<file path="config.mk">
export PLATFORM = sky130hd
export DESIGN_NAME = integer_to_radix_text_unit
export DESIGN_NICKNAME = d
export VERILOG_FILES = /design/src/rtl/itrt_pkg.sv /design/src/rtl/itrt_ram.sv /design/src/rtl/itrt_datapath.sv /design/src/rtl/itrt_ctrl.sv /design/src/rtl/integer_to_radix_text_unit.sv
export SDC_FILE = /design/constraint.sdc
export NUM_CORES = 1
export LEC_CHECK = 0
export ABC_AREA = 1
export BUFFER_PORTS_ARGS = -buffer_cell sky130_fd_sc_hd__buf_2
export CORE_ASPECT_RATIO = 1.1
export CORE_MARGIN = 2
export CORE_UTILIZATION = 55
export CTS_CLUSTER_SIZE = 30
export DETAILED_ROUTE_END_ITERATION = 12
export PLACE_DENSITY = 0.81
export SYNTH_ARGS = -nofsm -noshare
export SYNTH_HDL_FRONTEND = slang
export SYNTH_SLANG_ARGS = --single-unit
</file>
<file path="constraint.sdc">
create_clock -name clock -period 2.35 [get_ports clock]
set_clock_uncertainty 0.1 [all_clocks]
set_input_delay 0.47 -clock clock [delete_from_list [all_inputs] [get_ports clock]]
set_output_delay 0.47 -clock clock [all_outputs]
set_load 0.03 [all_outputs]
</file>
<file path="src/rtl/itrt_pkg.sv">
// Package: shared constants, controller state, command/status structs and digit lookup.
package itrt_pkg;

   localparam int DEF_VALUE_WIDTH = 32;
   localparam int DEF_MAX_DIGITS  = 32;

   localparam int RADIX_W = 6;
   localparam int DIGIT_W = 6;
   localparam int CHAR_W  = 8;

   localparam logic [RADIX_W-1:0] RADIX_MIN = 6'd2;
   localparam logic [RADIX_W-1:0] RADIX_MAX = 6'd36;
   localparam logic [RADIX_W-1:0] RADIX_DEC = 6'd10;

   localparam logic [CHAR_W-1:0] CHAR_MINUS = 8'h2D;
   localparam logic [CHAR_W-1:0] CHAR_ZERO  = 8'h30;
   localparam logic [CHAR_W-1:0] CHAR_LOW_A = 8'h61;
   localparam logic [DIGIT_W-1:0] DIGIT_TEN = 6'd10;

   typedef enum logic [2:0] {
      ST_IDLE,
      ST_DIV,
      ST_STORE,
      ST_SIGN,
      ST_READ,
      ST_EMIT
   } state_type;

   typedef struct packed {
      logic load;        // take a new item
      logic div_step;    // one restoring divide step
      logic digit_write; // store remainder, advance digit count
      logic rd_issue;    // read next digit, most significant first
      logic out_sign;    // load '-' into output register
      logic out_digit;   // load digit character into output register
   } dp_cmd_type;

   typedef struct packed {
      logic step_last;   // divide finishes this cycle
      logic quot_zero;   // quotient is zero
      logic digits_full; // no room for another digit
      logic count_zero;  // all digits read out
      logic negative;    // text starts with '-'
      logic out_free;    // output register can take a character
   } dp_stat_type;

   function automatic logic [CHAR_W-1:0] digit_char(input logic [DIGIT_W-1:0] d);
      logic [CHAR_W-1:0] c;
      if (d < DIGIT_TEN) begin
         c = CHAR_ZERO + CHAR_W'(d);
      end else begin
         c = CHAR_LOW_A + CHAR_W'(d - DIGIT_TEN);
      end
      return c;
   endfunction

endpackage

</file>
<file path="src/rtl/itrt_ram.sv">
// Generic single-port-write, registered-read RAM.
module itrt_ram #(
   parameter int WIDTH = 8,
   parameter int DEPTH = 32
) (
   input  logic                     clock,
   input  logic                     wr_en,
   input  logic [$clog2(DEPTH)-1:0] wr_addr,
   input  logic [WIDTH-1:0]         wr_data,
   input  logic                     rd_en,
   input  logic [$clog2(DEPTH)-1:0] rd_addr,
   output logic [WIDTH-1:0]         rd_data
);

   logic [WIDTH-1:0] mem_ff [DEPTH];
   logic [WIDTH-1:0] rd_data_ff;

   always_ff @(posedge clock) begin
      if (wr_en) begin
         mem_ff[wr_addr] <= wr_data;
      end
      if (rd_en) begin
         rd_data_ff <= mem_ff[rd_addr];
      end
   end

   assign rd_data = rd_data_ff;

endmodule

</file>
<file path="src/rtl/itrt_datapath.sv">
// Datapath: input capture, bit-serial radix divider, digit store and output register.
module itrt_datapath import itrt_pkg::*; #(
   parameter int VALUE_WIDTH = DEF_VALUE_WIDTH,
   parameter int MAX_DIGITS  = DEF_MAX_DIGITS
) (
   input  logic                          clock,
   input  logic                          reset,
   input  logic signed [VALUE_WIDTH-1:0] req_number,
   input  logic [RADIX_W-1:0]            req_base,
   input  logic                          rsp_stall,
   output logic                          rsp_valid,
   output logic [CHAR_W-1:0]             rsp_text_char,
   output logic                          rsp_last_char,
   input  dp_cmd_type                    cmd,
   output dp_stat_type                   stat
);

   localparam int STEP_W = $clog2(VALUE_WIDTH);
   localparam int CNT_W  = $clog2(MAX_DIGITS + 1);
   localparam int IDX_W  = $clog2(MAX_DIGITS);

   logic [VALUE_WIDTH-1:0] work_ff, work_in;
   logic [DIGIT_W-1:0]     rem_ff, rem_in;
   logic [STEP_W-1:0]      step_ff, step_in;
   logic [RADIX_W-1:0]     radix_ff, radix_in;
   logic                   neg_ff, neg_in;
   logic [CNT_W-1:0]       count_ff, count_in;
   logic                   rsp_valid_ff, rsp_valid_in;
   logic [CHAR_W-1:0]      char_ff, char_in;
   logic                   last_ff, last_in;

   logic [VALUE_WIDTH-1:0] num_u;
   logic [RADIX_W-1:0]     radix_sat;
   logic                   neg_new;
   logic [DIGIT_W:0]       trial;
   logic                   ge;
   logic [CNT_W:0]         slots;
   logic [CNT_W:0]         count_next;
   logic [CNT_W-1:0]       count_dec;
   logic [DIGIT_W-1:0]     rd_digit;
   logic                   out_free;

   assign num_u = req_number;

   always_comb begin
      priority if (req_base < RADIX_MIN) begin
         radix_sat = RADIX_MIN;
      end else if (req_base > RADIX_MAX) begin
         radix_sat = RADIX_MAX;
      end else begin
         radix_sat = req_base;
      end
   end

   assign neg_new = (radix_sat == RADIX_DEC) && num_u[VALUE_WIDTH-1];

   // restoring step: bring in the next dividend bit, subtract when it fits
   assign trial = {rem_ff, work_ff[VALUE_WIDTH-1]};
   assign ge    = trial >= {1'b0, radix_ff};

   assign slots      = neg_ff ? (CNT_W+1)'(MAX_DIGITS - 1) : (CNT_W+1)'(MAX_DIGITS);
   assign count_next = {1'b0, count_ff} + 1'b1;
   assign count_dec  = count_ff - 1'b1;
   assign out_free   = !rsp_valid_ff || !rsp_stall;

   always_comb begin
      work_in      = work_ff;
      rem_in       = rem_ff;
      step_in      = step_ff;
      radix_in     = radix_ff;
      neg_in       = neg_ff;
      count_in     = count_ff;
      char_in      = char_ff;
      last_in      = last_ff;
      rsp_valid_in = rsp_valid_ff && rsp_stall;

      if (cmd.load) begin
         work_in  = neg_new ? (~num_u + 1'b1) : num_u;
         rem_in   = '0;
         step_in  = '0;
         radix_in = radix_sat;
         neg_in   = neg_new;
         count_in = '0;
      end
      if (cmd.div_step) begin
         work_in = {work_ff[VALUE_WIDTH-2:0], ge};
         rem_in  = ge ? DIGIT_W'(trial - {1'b0, radix_ff}) : DIGIT_W'(trial);
         step_in = step_ff + 1'b1;
      end
      if (cmd.digit_write) begin
         count_in = count_next[CNT_W-1:0];
         rem_in   = '0;
         step_in  = '0;
      end
      if (cmd.rd_issue) begin
         count_in = count_dec;
      end
      if (cmd.out_sign) begin
         char_in      = CHAR_MINUS;
         last_in      = 1'b0;
         rsp_valid_in = 1'b1;
      end
      if (cmd.out_digit) begin
         char_in      = digit_char(rd_digit);
         last_in      = (count_ff == '0);
         rsp_valid_in = 1'b1;
      end
   end

   always_ff @(posedge clock) begin
      if (reset) begin
         neg_ff       <= 1'b0;
         count_ff     <= '0;
         rsp_valid_ff <= 1'b0;
      end else begin
         neg_ff       <= neg_in;
         count_ff     <= count_in;
         rsp_valid_ff <= rsp_valid_in;
      end
      work_ff  <= work_in;
      rem_ff   <= rem_in;
      step_ff  <= step_in;
      radix_ff <= radix_in;
      char_ff  <= char_in;
      last_ff  <= last_in;
   end

   itrt_ram #(
      .WIDTH (DIGIT_W),
      .DEPTH (MAX_DIGITS)
   ) u_digit_store (
      .clock   (clock),
      .wr_en   (cmd.digit_write),
      .wr_addr (count_ff[IDX_W-1:0]),
      .wr_data (rem_ff),
      .rd_en   (cmd.rd_issue),
      .rd_addr (count_dec[IDX_W-1:0]),
      .rd_data (rd_digit)
   );

   assign stat.step_last   = (step_ff == STEP_W'(VALUE_WIDTH - 1));
   assign stat.quot_zero   = (work_ff == '0);
   assign stat.digits_full = (count_next >= slots);
   assign stat.count_zero  = (count_ff == '0);
   assign stat.negative    = neg_ff;
   assign stat.out_free    = out_free;

   assign rsp_valid     = rsp_valid_ff;
   assign rsp_text_char = char_ff;
   assign rsp_last_char = last_ff;

endmodule

</file>
<file path="src/rtl/itrt_ctrl.sv">
// Controller: sequences divide, digit store, sign and character read-out.
module itrt_ctrl import itrt_pkg::*; (
   input  logic        clock,
   input  logic        reset,
   input  logic        req_valid,
   output logic        req_stall,
   input  dp_stat_type stat,
   output dp_cmd_type  cmd
);

   state_type state_ff, state_in;

   always_ff @(posedge clock) begin
      if (reset) begin
         state_ff <= ST_IDLE;
      end else begin
         state_ff <= state_in;
      end
   end

   always_comb begin
      state_in  = state_ff;
      cmd       = '0;
      req_stall = (state_ff != ST_IDLE);

      unique case (state_ff)
         ST_IDLE: begin
            if (req_valid) begin
               cmd.load = 1'b1;
               state_in = ST_DIV;
            end
         end
         ST_DIV: begin
            cmd.div_step = 1'b1;
            if (stat.step_last) begin
               state_in = ST_STORE;
            end
         end
         ST_STORE: begin
            // work register already holds the quotient here
            cmd.digit_write = 1'b1;
            if (stat.quot_zero || stat.digits_full) begin
               state_in = stat.negative ? ST_SIGN : ST_READ;
            end else begin
               state_in = ST_DIV;
            end
         end
         ST_SIGN: begin
            if (stat.out_free) begin
               cmd.out_sign = 1'b1;
               state_in     = ST_READ;
            end
         end
         ST_READ: begin
            cmd.rd_issue = 1'b1;
            state_in     = ST_EMIT;
         end
         ST_EMIT: begin
            if (stat.out_free) begin
               cmd.out_digit = 1'b1;
               state_in      = stat.count_zero ? ST_IDLE : ST_READ;
            end
         end
         default: begin
            state_in = ST_IDLE;
         end
      endcase
   end

endmodule

</file>
<file path="src/rtl/integer_to_radix_text_unit.sv">
// Top level: integer to radix text conversion, one character per result item.
// Each digit comes from the one-bit-per-cycle radix divider and is then stored; each
//   character is then a store read and an output load, a leading '-' an output load alone;
// rsp stalls can hold any of these output loads.
// One item at a time: a new item is taken only after the last character of the previous one.
// Reset clears the controller, count, sign and output valid; the digit store is not cleared.
module integer_to_radix_text_unit import itrt_pkg::*; #(
   parameter int VALUE_WIDTH = DEF_VALUE_WIDTH,
   parameter int MAX_DIGITS  = DEF_MAX_DIGITS
) (
   input  logic                          clock,
   input  logic                          reset,
   input  logic                          req_valid,
   output logic                          req_stall,
   input  logic signed [VALUE_WIDTH-1:0] req_number,
   input  logic [RADIX_W-1:0]            req_base,
   output logic                          rsp_valid,
   input  logic                          rsp_stall,
   output logic [CHAR_W-1:0]             rsp_text_char,
   output logic                          rsp_last_char
);

   dp_cmd_type  cmd;
   dp_stat_type stat;

   itrt_ctrl u_ctrl (
      .clock     (clock),
      .reset     (reset),
      .req_valid (req_valid),
      .req_stall (req_stall),
      .stat      (stat),
      .cmd       (cmd)
   );

   itrt_datapath #(
      .VALUE_WIDTH (VALUE_WIDTH),
      .MAX_DIGITS  (MAX_DIGITS)
   ) u_datapath (
      .clock         (clock),
      .reset         (reset),
      .req_number    (req_number),
      .req_base      (req_base),
      .rsp_stall     (rsp_stall),
      .rsp_valid     (rsp_valid),
      .rsp_text_char (rsp_text_char),
      .rsp_last_char (rsp_last_char),
      .cmd           (cmd),
      .stat          (stat)
   );

endmodule

</file>
# == Word level (Yosys, flattened, before mapping) ==
# Memory sizes are Yosys's and may differ from the RTL's. A register that Yosys moved wholly into a read port is not among the register bits.
# Cells that the tools add are included.
# classes
n_bitwise,1
n_reduce_logical,14
muxes,38
multipliers,0
div_mod_pow,0
addsub,8
eq_ne,11
n_shift,0
n_lt_le_gt_ge,5
# op_table
cell,n
32-bit 2-to-1 mux,3
6-bit 2-to-1 mux,8
32-bit by 1-bit adder with 32-bit output (second input constant),1
32-bit logical NOT,1
32-bit inverter,1
8-bit 2-to-1 mux,3
3-bit 2-to-1 mux,7
3-bit case mux with 6 select lines,1
1-bit 2-to-1 mux,14
5-bit 2-to-1 mux,2
7-bit by 8-bit adder with 8-bit output (first input constant),1
6-bit by 1-bit adder with 7-bit output (second input constant),1
6-bit by 6-bit adder with 7-bit output (first input constant),1
7-bit by 6-bit greater-or-equal comparator with 1-bit output,1
7-bit greater-or-equal comparator,1
6-bit by 4-bit subtractor with 7-bit output (second input constant),1
3-bit by 2-bit == test with 1-bit output (second input constant),2
3-bit == test (second input constant),2
6-bit by 4-bit == test with 1-bit output (second input constant),1
6-bit > comparator (second input constant),1
6-bit logical NOT,1
6-bit by 2-bit < comparator with 1-bit output (second input constant),1
6-bit by 4-bit < comparator with 1-bit output (second input constant),1
3-bit nonzero test,2
13 further kinds,19
# totals
memories,1
out_inout_bits,11
latchBits,0
ram_bits,192
input_bits,42
wordCells,88
ff_bits,69
mem_bits_ro,0
# memory_table
name,depth,word_bits,rd,rd_ports_with_merged_regs,wr,line,source
u_datapath.u_digit_store.mem_ff,32,6,1,1,1,itrt_ram.sv:15,logic [WIDTH-1:0] mem_ff [DEPTH];

# == Logic depth before layout (Yosys ltp) ==
# Gate-level depths: netlist of the first run.
# logic_depth
ltp_word,8
mapped_depth,17
depth_no_buf,16

# == Cells and area by module ==
# A second synthesis of the first run with hierarchy kept.
# unflattened
cells_unflattened,1517
hier_area_um2,13563.0
# by_module_without_submodules
mod,seq_area_each_um2,area_each_um2,n_inst,cells_per_inst
itrt_ram,5945.7,8137.8,1,704
itrt_datapath,1791.7,5082.4,1,751
itrt_ctrl,60.1,342.8,1,62

# == Worst setup path before layout of the first run ==
# OpenSTA, ideal clock, no wires.
# synth_timing
kind,register to register
from,register u_datapath.count_ff[0]
to,"register u_datapath.u_digit_store.rd_data_ff[3], in the netlist u_datapath.u_digit_store.rd_data[3] (read register of u_datapath.u_digit_store.mem_ff) (data pin)"
path_buffers,6
stages_incl_launch_ff,14
t_arrival_ns,2.204
setup_slack_ns,-0.207
setup_ns,0.253
period_less_slack_ns,2.557
t_required_ns,1.997
cell_sequence,dfxtp_1 -> buf_4 -> inv_1 -> buf_4 -> buf_2 -> ha_1 -> buf_2 -> buf_4 -> clkbuf_1 -> o22ai_1 -> o21ai_0 -> o21ai_1 -> nand2_1 -> nand2_1
# synth_via
elab_chain_cells,1
# synth_lines
item,line,source
start: declaration,itrt_datapath.sv:27,"logic [CNT_W-1:0] count_ff, count_in;"
start signal: assignment,itrt_datapath.sv:117,count_ff <= count_in;
6-bit by 1-bit subtractor with 6-bit output,itrt_datapath.sv:63,assign count_dec = count_ff - 1'b1;
end: declaration,itrt_ram.sv:16,logic [WIDTH-1:0] rd_data_ff;
# No other way between the ends.
# A chain may end at the register's enable or synchronous reset.

# == Worst setup path after layout of the first run ==
# layout_timing
from,register u_datapath.count_ff[1]
to,"register u_datapath.u_digit_store.rd_data_ff[2], in the netlist u_datapath.u_digit_store.rd_data[2] (read register of u_datapath.u_digit_store.mem_ff) (data pin)"
# The elaborated chain is that of the path after synthesis.

==> results.py, run 1 <==
metrics = {
    "critical_path": {
        "arrival_ns": 2.40,
        "r2r_cells": 9,
        "crit_required_ns": 2.53,
        "rrSetupSlack_ns": 0.13,
        "startpoint_type": "flop",
        "endpoint_kind": "flop",
        "crit_type": "flop to flop",
        "critPathMaxFanout": 30,
    },
    "floorplan": {
        "die_w_um": 150,
        "die-area_um2": 24700,
        "core_um2": 22900,
        "ioPinCount": 53,
        "row_count": 58,
        "initial_core_util_pct": 56.3,
        "fp.dieH_um": 165,
    },
    "yosys": {
        "yosysWarnings": 0,
        "synth_area_leaders": "edfxtp_1 (57%), nor2_1 (7.8%), nand2_1 (6.2%), o21ai_0 (4.5%), dfxtp_1 (3.4%)",
        "synth_compound_area_share_pct": 11.0,
        "syn-cell-area_um2": 12900,
        "synth_top_family_by_area": "simple AND/OR/NAND/NOR gates",
        "muxShareOfSynthArea_pct": 0.930,
        "synth_top_area_share_pct": 57.0,
        "syn_inst": 1306,
        "synth_simple_gate_area_share_pct": 17.7,
        "yosysSeqAreaShare_pct": 60.4,
        "yosysTopAreaCell": "edfxtp_1",
        "ys_ff_latch": 267,
        "synth_cell_type_count": 46,
        "ys.flop_type": "edfxtp_1",
        "synth.avg_cell_area_um2": 9.89,
        "synth_fa_ha_area_share_pct": 2.58,
        "synth_edf_count": 245,
        "async_flop_share_pct": 0,
        "syn_nets": 1374,
        "synthXorXnorAreaFrac_pct": 2.29,
    },
    "sta": {
        "finalHoldViolations": 0,
        "post-route-period-util_pct": 94.7,
        "holdWs_ns": 0.0537,
        "slew_violations": 0,
        "tightest_slew_ns": 0.570,
        "fin_crit_ns": 2.22,
        "totalNegativeSetupSlack_ns": 0,
        "setup_viol": 0,
        "clock.fmax_mhz": 450,
        "slew-limit-headroom_pct": 61.9,
    },
    "route": {
        "final_antenna_net_count": 0,
        "drc": 0,
        "wirelength_um": 29800,
        "num_vias": 9800,
        "dr.pass1.iters": 5,
        "viasPerCell": 5.70,
        "routedWlPerCell_um": 17.3,
        "drtIter0Drc": 835,
    },
    "layout": {
        "area_growth_pct": 13.6,
        "fillers": 1786,
        "final_cell_mix": "nor2_1 (267), edfxtp_1 (245), nand2_1 (214)",
        "drive_above_1_share_pct": 12.9,
        "nNetsFinal": 1466,
        "diodes": 0,
        "final_common_cell": "nor2_1",
        "final_core_util_pct": 64.0,
    },
    "clocking": {
        "hold_buffers": 0,
        "cts_tree": "built",
        "clk_pin_slew_ns": 0.07,
        "numCtsBuffers": 26,
        "cts.htree.levels": 1,
        "cts_max_path_buffers": 3,
        "clkSinkCount": 267,
        "clockRootBuffer": "clkbuf_16",
        "insertion_delay_ns": 0.53,
    },
    "power_and_ir_drop": {
        "ir_drop_mv": 0.554,
        "power_density_nw_per_um2": 959,
        "power.total_mw": 14.1,
        "leakage_nw": 5.61,
    },
    "job": {
        "maxCapViolations": 0,
    },
    "global_route": {
        "antenna_found_initial": 0,
        "grt_pass1_wl_um": 47500,
        "grt_util_all_layers_pct": 24.5,
        "gr-total-overflow": 0,
        "grt_max_degree": 90,
        "grt_pass1_vias": 9385,
    },
    "hold_path": {
        "hold_depth": 1,
        "hold_class": "input pin to flop",
    },
    "placed_design": {
        "port_buffers": 52,
        "place_hpwl_um": 20100,
        "gp_congestion": 0.964,
    },
    "outcome": {
        "status": "finished, final reports clean",
    },
}
[state kept, by name, indices dropped and copies added, names as in the netlist]
name / flops
u_datapath.radix_ff: 6
u_datapath.count_ff: 6
u_datapath.rsp_text_char: 8
u_datapath.rem_ff: 6
u_datapath.work_ff: 32
u_ctrl.state_ff: 3
u_datapath.u_digit_store.mem_ff: 192
u_datapath.neg_ff: 1
u_datapath.rsp_last_char: 1
u_datapath.step_ff: 5
u_datapath.rsp_valid: 1
u_datapath.u_digit_store.rd_data: 6
[synthesized netlist by cell type, drive strengths merged (3+ instances only)]
library cell / instances
a21oi: 19
a31oi: 22
buf: 29
clkbuf: 25
dfxtp: 22
edfxtp: 245
ha: 25
inv: 104
mux2i: 12
nand2: 214
nand3: 61
nand4: 6
nor2: 274
nor3: 9
o211ai: 29
o21ai: 133
o22ai: 14
o31ai: 3
o32ai: 12
xnor2: 10
xor2: 22
[area by class of cell]
class	instances	area, µm²	area share (%)
Multi-Input combinational cell	880	4480	30.5
Clock buffer	29	683	4.66
Clock inverter	19	114	0.776
Tap cell	300	375	2.56
Timing Repair Buffer	118	822	5.60
Sequential cell	267	7800	53.2
Inverter	105	395	2.69
[where the power goes]
part / leakage, nW / total (mW) / switching, mW / internal (mW)
Sequential: 2.44 / 6.13 / 0.200 / 5.93
Combinational: 2.77 / 4.05 / 2.71 / 1.35
Clock: 0.401 / 3.89 / 1.69 / 2.19
Total: 5.61 / 14.1 / 4.60 / 9.47
[repair_timing]
action | 4_1_cts | 5_1_grt
endpoints found under the setup margin | 0 | 35
buffers inserted | 0 | 1
gates resized for setup | 0 | 5
[through the flow]
| step | worst slack (ns) | area, µm² | instances |
|---|---|---|---|
| after floorplan | 0.0459 | 13000 | 1306 |
| after global placement | 0.148 | 13900 | 1669 |
| after detailed placement | 0.0456 | 13900 | 1669 |
| after CTS | 0.0213 | 14700 | 1717 |
| after global routing | -0.00666 | 14700 | 1718 |
| final | 0.125 | 14700 | 1718 |
[final timing paths]
path / start / end
setup / recovery: u_datapath.count_ff[1]$_SDFFE_PP0P_ / u_datapath.u_digit_store.rd_data[2]$_DFFE_PP_
hold / removal: req_base[5] / u_datapath.radix_ff[5]$_DFFE_PP_
setup reg to reg: u_datapath.count_ff[1]$_SDFFE_PP0P_ / u_datapath.u_digit_store.rd_data[2]$_DFFE_PP_
hold reg to reg: u_datapath.step_ff[3]$_SDFFE_PP0P_ / u_datapath.step_ff[3]$_SDFFE_PP0P_
[cells by family after synthesis]
group                      after synthesis
buffers and inverters                  159
and+or+nand+nor                        569
xor gates and xnor gates                32
adders and majority gates               26
AOI/OAI and AO/OA                      241
muxes                                   12
DFF                                    267
[metal layers]
layer | track usage [%] | routed length, µm | vias to the layer above | part of all wire [%]
met5 | 0 | 0 | - | 0
met4 | 9.26 | 948 | 0 | 3.2
met3 | 3.78 | 2040 | 80 | 6.8
met2 | 42.9 | 15100 | 420 | 51
met1 | 30.7 | 11700 | 4606 | 39
li1 | - | - | 4694 | -
[critical path: stages, from the launching register on]
cell	delay (ns)
dfxtp_2	0.37
inv_1	0.12
ha_4	0.33
buf_12	0.18
buf_4	0.20
o22ai_1	0.13
o21ai_0	0.21
o21ai_0	0.15
nand2_1	0.09
nand2_1	0.07
No activity file was read; power rests on OpenSTA's default activity.
==> run 2: changes to the inputs <==
--- a/config.mk
+++ b/config.mk
@@ -6,7 +6,9 @@
 export NUM_CORES = 1
 export LEC_CHECK = 0
 export ABC_AREA = 1
+export ABC_CLOCK_PERIOD_IN_PS = 1920
 export BUFFER_PORTS_ARGS = -buffer_cell sky130_fd_sc_hd__buf_2
+export CAP_MARGIN = 20
 export CORE_ASPECT_RATIO = 1.1
 export CORE_MARGIN = 2
 export CORE_UTILIZATION = 55
==> constraint.sdc (replaced) <==
create_clock -name clock -period 1.92 [get_ports clock]
set_clock_uncertainty 0.1 [all_clocks]
set_input_delay 0.384 -clock clock [delete_from_list [all_inputs] [get_ports clock]]
set_output_delay 0.384 -clock clock [all_outputs]
set_load 0.03 [all_outputs]
==> results.py, run 2 (synthesis gave the netlist of run 1 again) <==
metrics = {
    "outcome": {
        "status": "complete, but fails checks",
        "violations": "negative setup slack",
    },
    "critical_path": {
        "cpPeakStageDelay_ns": 0.41,
        "rrSetupSlack_ns": -0.25,
        "startpoint": "u_datapath.count_ff[0]$_SDFFE_PP0P_",
        "rr_startpoint": "u_datapath.count_ff[0]$_SDFFE_PP0P_",
        "endpoint_kind": "flop",
        "critical_path.slowest_cell": "dfxtp_4",
        "cpMostUsedCell": "o21ai_1",
        "startpoint_type": "flop",
        "arrival_ns": 2.36,
        "path_cells": "inv_6 > ha_4 > buf_12 > buf_12 > nor2_1 > o21ai_1 > o21ai_1 > o211ai_1 > o21ai_1 > nand2_1 > nand2_1",
        "critPathMaxFanout": 14,
        "regToRegEndpoint": "u_datapath.u_digit_store.rd_data[1]$_DFFE_PP_",
        "crit_family": "compound AO/OA/AOI/OAI gates",
        "path_buf_inv": 3,
        "crit_path_end": "u_datapath.u_digit_store.rd_data[1]$_DFFE_PP_",
        "crit_required_ns": 2.11,
        "cp_num_cells": 11,
        "crit_type": "flop to flop",
        "r2r_cells": 11,
    },
    "power_and_ir_drop": {
        "power_frac_comb_pct": 33.4,
        "power_density_nw_per_um2": 1180,
        "power.total_mw": 19.0,
        "pwr-share-seq_pct": 39.8,
        "ir_drop_mv": 0.682,
        "clockPowerShare_pct": 26.8,
        "p_int_mw": 12.7,
        "swShare_pct": 33.1,
        "leakage_nw": 6.18,
        "p_switching_mw": 6.27,
    },
    "route": {
        "wirelength_um": 34400,
        "final_antenna_net_count": 0,
        "num_vias": 10600,
        "dr.pass1.iters": 6,
        "routedWlPerCell_um": 19.0,
        "drtIter0Drc": 942,
        "drc": 0,
        "viasPerCell": 5.88,
    },
    "clocking": {
        "cts.htree.levels": 1,
        "clk_pin_slew_ns": 0.06,
        "clkSinkCount": 267,
        "cts_tree": "built",
        "hold_buffers": 0,
        "cts_max_path_buffers": 3,
        "numCtsBuffers": 27,
        "clockRootBuffer": "clkbuf_16",
        "insertion_delay_ns": 0.53,
    },
    "layout": {
        "diodes": 0,
        "final_cell_mix": "edfxtp_1 (245), nor2_1 (241), nand2_1 (207)",
        "final_area_um2": 16100,
        "drive_above_1_share_pct": 23.8,
        "largest_reg_flops": 192,
        "regMostFlops": "u_datapath.u_digit_store.mem_ff",
        "stdcell_count": 1806,
        "area_growth_pct": 24.4,
        "nNetsFinal": 1557,
        "final_common_cell": "edfxtp_1",
        "final_core_util_pct": 70.1,
    },
    "hold_path": {
        "hold_class": "input pin to flop",
    },
    "sta": {
        "rsz0062_at_grt": "true",
        "slew_violations": 0,
        "holdWs_ns": 0.0127,
        "clock.fmax_mhz": 460,
        "tightest_slew_ns": 0.443,
        "totalNegativeSetupSlack_ns": -2.01,
        "finalHoldViolations": 0,
        "slew-limit-headroom_pct": 70.4,
        "layout_setup_ws_ns": -0.252,
        "post-route-period-util_pct": 113,
        "setup_viol": 14,
        "fin_crit_ns": 2.17,
    },
    "global_route": {
        "grt_use_met2_pct": 49.7,
        "grtUsageMet1_pct": 32.8,
        "gr-total-overflow": 0,
        "grt.met3_usage_pct": 3.37,
        "grt_pass1_vias": 10300,
        "grt_pass1_wl_um": 53000,
        "grt_max_degree": 53,
        "grt.busiest_layer": "met2",
        "antenna_found_initial": 0,
        "grt_util_all_layers_pct": 27.6,
    },
    "placed_design": {
        "port_buffers": 52,
        "dpl_cell_area_um2": 14500,
        "pre_cts_ws_ns": -0.273,
        "place_hpwl_um": 21700,
        "gp_congestion": 0.939,
        "dp.cells": 1738,
    },
    "floorplan": {
        "core_um2": 22900,
        "row_count": 58,
        "die-area_um2": 24700,
        "initial_core_util_pct": 56.3,
        "ioPinCount": 53,
        "die_w_um": 150,
        "fp.dieH_um": 165,
    },
    "job": {
        "maxCapViolations": 0,
    },
}
==> run 2: what timing repair did <==
action / CTS / global route
buffers inserted: 11 / 8
gates resized for setup: 54 / 66
endpoints found under the setup margin: 34 / 49
pin swaps: 12 / 28
cloned: 2 / 1
==> run 2: worst min-delay path by stage <==
stage | startpoint | cells past startpoint | endpoint | slack [ns]
floorplan | u_datapath.step_ff[3]$_SDFFE_PP0P_ | 2 | u_datapath.step_ff[3]$_SDFFE_PP0P_ | 0.35
global placement | u_datapath.step_ff[3]$_SDFFE_PP0P_ | 2 | u_datapath.step_ff[3]$_SDFFE_PP0P_ | 0.35
detailed placement | u_datapath.step_ff[3]$_SDFFE_PP0P_ | 2 | u_datapath.step_ff[3]$_SDFFE_PP0P_ | 0.36
CTS | reset | 2 | u_ctrl.state_ff[1]$_SDFFE_PP0P_ | 0.01
global route | reset | 2 | u_ctrl.state_ff[0]$_SDFFE_PP0P_ | 0.01
finish | reset | 2 | u_ctrl.state_ff[1]$_SDFFE_PP0P_ | 0.01
==> run 2: per-layer routing <==
layer / routed length [µm] / up-vias / share of wire [%]
li1: - / 4888 / -
met1: 12400 / 5020 / 36
met2: 17600 / 557 / 51
met3: 2480 / 153 / 7.2
met4: 1890 / 0 / 5.5
met5: 0 / - / 0
==> run 2: power groups by stage <==
stage / clock network (mW) / registers [mW] / logic [mW]
global placement: 0 / 7.59 / 5.08
global route: 5.34 / 7.59 / 6.80
CTS: 5.11 / 7.51 / 5.77
detailed placement: 0 / 7.62 / 5.25
floorplan: 0 / 7.73 / 3.28
finish: 5.09 / 7.55 / 6.32
==> run 2: area by class of cell <==
| class | instances | area, µm² |
|---|---|---|
| flip-flops and latches | 267 | 7830 |
| clock inverters | 16 | 159 |
| well taps | 300 | 375 |
| clock buffers | 30 | 687 |
| fillers | 1529 | 6870 |
| inverters | 105 | 403 |
| multi-input cells | 880 | 4920 |
| repair buffers | 208 | 1690 |
==> run 3: changes to the inputs <==
--- a/config.mk
+++ b/config.mk
@@ -6,7 +6,7 @@
 export NUM_CORES = 1
 export LEC_CHECK = 0
 export ABC_AREA = 1
-export ABC_CLOCK_PERIOD_IN_PS = 1920
+export ABC_CLOCK_PERIOD_IN_PS = 2400
 export BUFFER_PORTS_ARGS = -buffer_cell sky130_fd_sc_hd__buf_2
 export CAP_MARGIN = 20
 export CORE_ASPECT_RATIO = 1.1
@@ -14,7 +14,7 @@
 export CORE_UTILIZATION = 55
 export CTS_CLUSTER_SIZE = 30
 export DETAILED_ROUTE_END_ITERATION = 12
-export PLACE_DENSITY = 0.81
+export PLACE_DENSITY = 0.78
 export SYNTH_ARGS = -nofsm -noshare
 export SYNTH_HDL_FRONTEND = slang
 export SYNTH_SLANG_ARGS = --single-unit
==> constraint.sdc (replaced) <==
create_clock -name clock -period 2.4 [get_ports clock]
set_clock_uncertainty 0.1 [all_clocks]
set_input_delay 0.48 -clock clock [delete_from_list [all_inputs] [get_ports clock]]
set_output_delay 0.48 -clock clock [all_outputs]
set_load 0.03 [all_outputs]
==> results.py, run 3 (synthesis gave the netlist of run 1 again) <==
metrics = {
    "outcome": {
        "status": "finished, final reports clean",
    },
    "route": {
        "wirelength_um": 28900,
        "final_antenna_net_count": 0,
        "drc": 0,
        "drtIter0Drc": 691,
        "dr.pass1.iters": 7,
        "routedWlPerCell_um": 16.9,
        "viasPerCell": 5.60,
        "num_vias": 9592,
    },
    "global_route": {
        "gr-total-overflow": 0,
        "grt_max_degree": 58,
        "antenna_found_initial": 0,
        "grt_util_all_layers_pct": 23.7,
        "grt_pass1_wl_um": 45900,
        "grt_pass1_vias": 9109,
    },
    "clocking": {
        "clockRootBuffer": "clkbuf_16",
        "cts_max_path_buffers": 3,
        "insertion_delay_ns": 0.53,
        "cts_tree": "built",
        "numCtsBuffers": 27,
        "clk_pin_slew_ns": 0.06,
        "clkSinkCount": 267,
        "cts.htree.levels": 1,
    },
    "sta": {
        "slew-limit-headroom_pct": 61.8,
        "fin_crit_ns": 2.26,
        "layout_setup_ws_ns": 0.141,
        "setup_viol": 0,
        "tightest_slew_ns": 0.571,
        "post-route-period-util_pct": 94.1,
        "finalHoldViolations": 0,
        "clock.fmax_mhz": 443,
        "slew_violations": 0,
    },
    "layout": {
        "fillers": 1816,
        "final_cell_mix": "nor2_1 (269), edfxtp_1 (245), nand2_1 (214)",
        "stdcell_count": 1714,
        "area_growth_pct": 13.3,
        "diodes": 0,
        "nNetsFinal": 1463,
        "final_common_cell": "nor2_1",
        "final_core_util_pct": 63.8,
        "largest_reg_flops": 192,
        "regMostFlops": "u_datapath.u_digit_store.mem_ff",
        "drive_above_1_share_pct": 12.3,
    },
    "placed_design": {
        "port_buffers": 52,
        "dp.cells": 1666,
        "place_hpwl_um": 19500,
        "pre_cts_ws_ns": 0.115,
        "gp_congestion": 0.955,
    },
    "floorplan": {
        "die-area_um2": 24700,
        "row_count": 58,
        "core_um2": 22900,
        "ioPinCount": 53,
        "fp.dieH_um": 165,
        "die_w_um": 150,
        "initial_core_util_pct": 56.3,
    },
    "critical_path": {
        "rr_startpoint": "u_datapath.count_ff[1]$_SDFFE_PP0P_",
        "crit_family": "compound AO/OA/AOI/OAI gates",
        "crit_required_ns": 2.58,
        "startpoint": "u_datapath.count_ff[1]$_SDFFE_PP0P_",
        "arrival_ns": 2.44,
        "startpoint_type": "flop",
        "critical_path.slowest_cell": "ha_2",
        "critPathMaxFanout": 33,
        "cpPeakStageDelay_ns": 0.41,
        "crit_type": "flop to flop",
        "path_buf_inv": 2,
        "endpoint_kind": "flop",
        "path_cells": "inv_1 > ha_2 > buf_12 > nor2_1 > o21ai_0 > o21ai_0 > o211ai_1 > o21ai_1 > nand2_1 > nand2_1",
    },
    "power_and_ir_drop": {
        "power_density_nw_per_um2": 938,
        "ir_drop_mv": 0.465,
        "leakage_nw": 5.58,
    },
    "hold_path": {
        "hold_class": "input pin to flop",
        "worstHoldStart": "req_base[5]",
    },
    "job": {
        "maxCapViolations": 0,
    },
}
## run 3: cell types whose count changed in the layout (fill, tap and decap cells not counted), moves of 11 or more
cell     delta
ha_1       +11
buf_4      -76
o21ai_0    +32
o21ai_1    -30
nor2_1     +28
ha_4       -13
nor2_2     -18
## run 3: through the flow
stage | hold WS [ns] | total power [mW] | setup TNS (ns) | instance area (µm²)
global route | 0.0617 | 14.5 | -0.00674 | 14600
detailed placement | 0.355 | 9.84 | 0 | 13800
floorplan | 0.345 | 8.60 | 0 | 12900
finish | 0.0663 | 13.7 | 0 | 14600
CTS | 0.0518 | 13.8 | 0 | 14600
global placement | 0.353 | 9.73 | 0 | 13800
## run 3: worst paths after layout
path / end / slack, ns / cells after the start
max: u_datapath.u_digit_store.rd_data[2]$_DFFE_PP_ / 0.14 / 10
min: u_datapath.radix_ff[5]$_DFFE_PP_ / 0.07 / 1
max reg2reg: u_datapath.u_digit_store.rd_data[2]$_DFFE_PP_ / 0.14 / 10
min reg2reg: u_datapath.step_ff[3]$_SDFFE_PP0P_ / 0.36 / 2
## run 3: worst reg2reg max path: stages, from the launching register on
cell	delay [ns]
dfxtp_1	0.33
inv_1	0.10
ha_2	0.41
buf_12	0.20
nor2_1	0.08
o21ai_0	0.07
o21ai_0	0.16
o211ai_1	0.32
o21ai_1	0.11
nand2_1	0.07
nand2_1	0.05
## run 3: layout make-up
cell class                      count  area (µm²)  area share (%)
Multi-Input combinational cell    880        4470            30.5
Clock inverter                     16         131           0.898
Sequential cell                   267        7800            53.3
Clock buffer                       32         694            4.75
Inverter                          105         395            2.70
Timing Repair Buffer              114         771            5.27
Tap cell                          300         375            2.56
## run 3: repair_timing
action	CTS	global route
setup endpoints to repair	0	22
gates resized for setup	0	4
setup buffers	0	0
hold buffers	0	0
## run 3: routing by layer
| metal | wire (µm) | track usage, % | part of all wire, % | vias up |
|---|---|---|---|---|
| li1 | - | - | - | 4681 |
| met1 | 11500 | 29.6 | 40 | 4523 |
| met2 | 14700 | 42.3 | 51 | 323 |
| met3 | 1800 | 3.04 | 6.2 | 65 |
| met4 | 929 | 8.45 | 3.2 | 0 |
| met5 | 0 | 0 | 0 | - |
## run 3: report_power, final
group	total, mW	switching, mW	leakage (nW)	internal, mW
combinational	3.79	2.54	2.74	1.25
sequential	5.98	0.182	2.44	5.80
clock	3.95	1.68	0.402	2.27
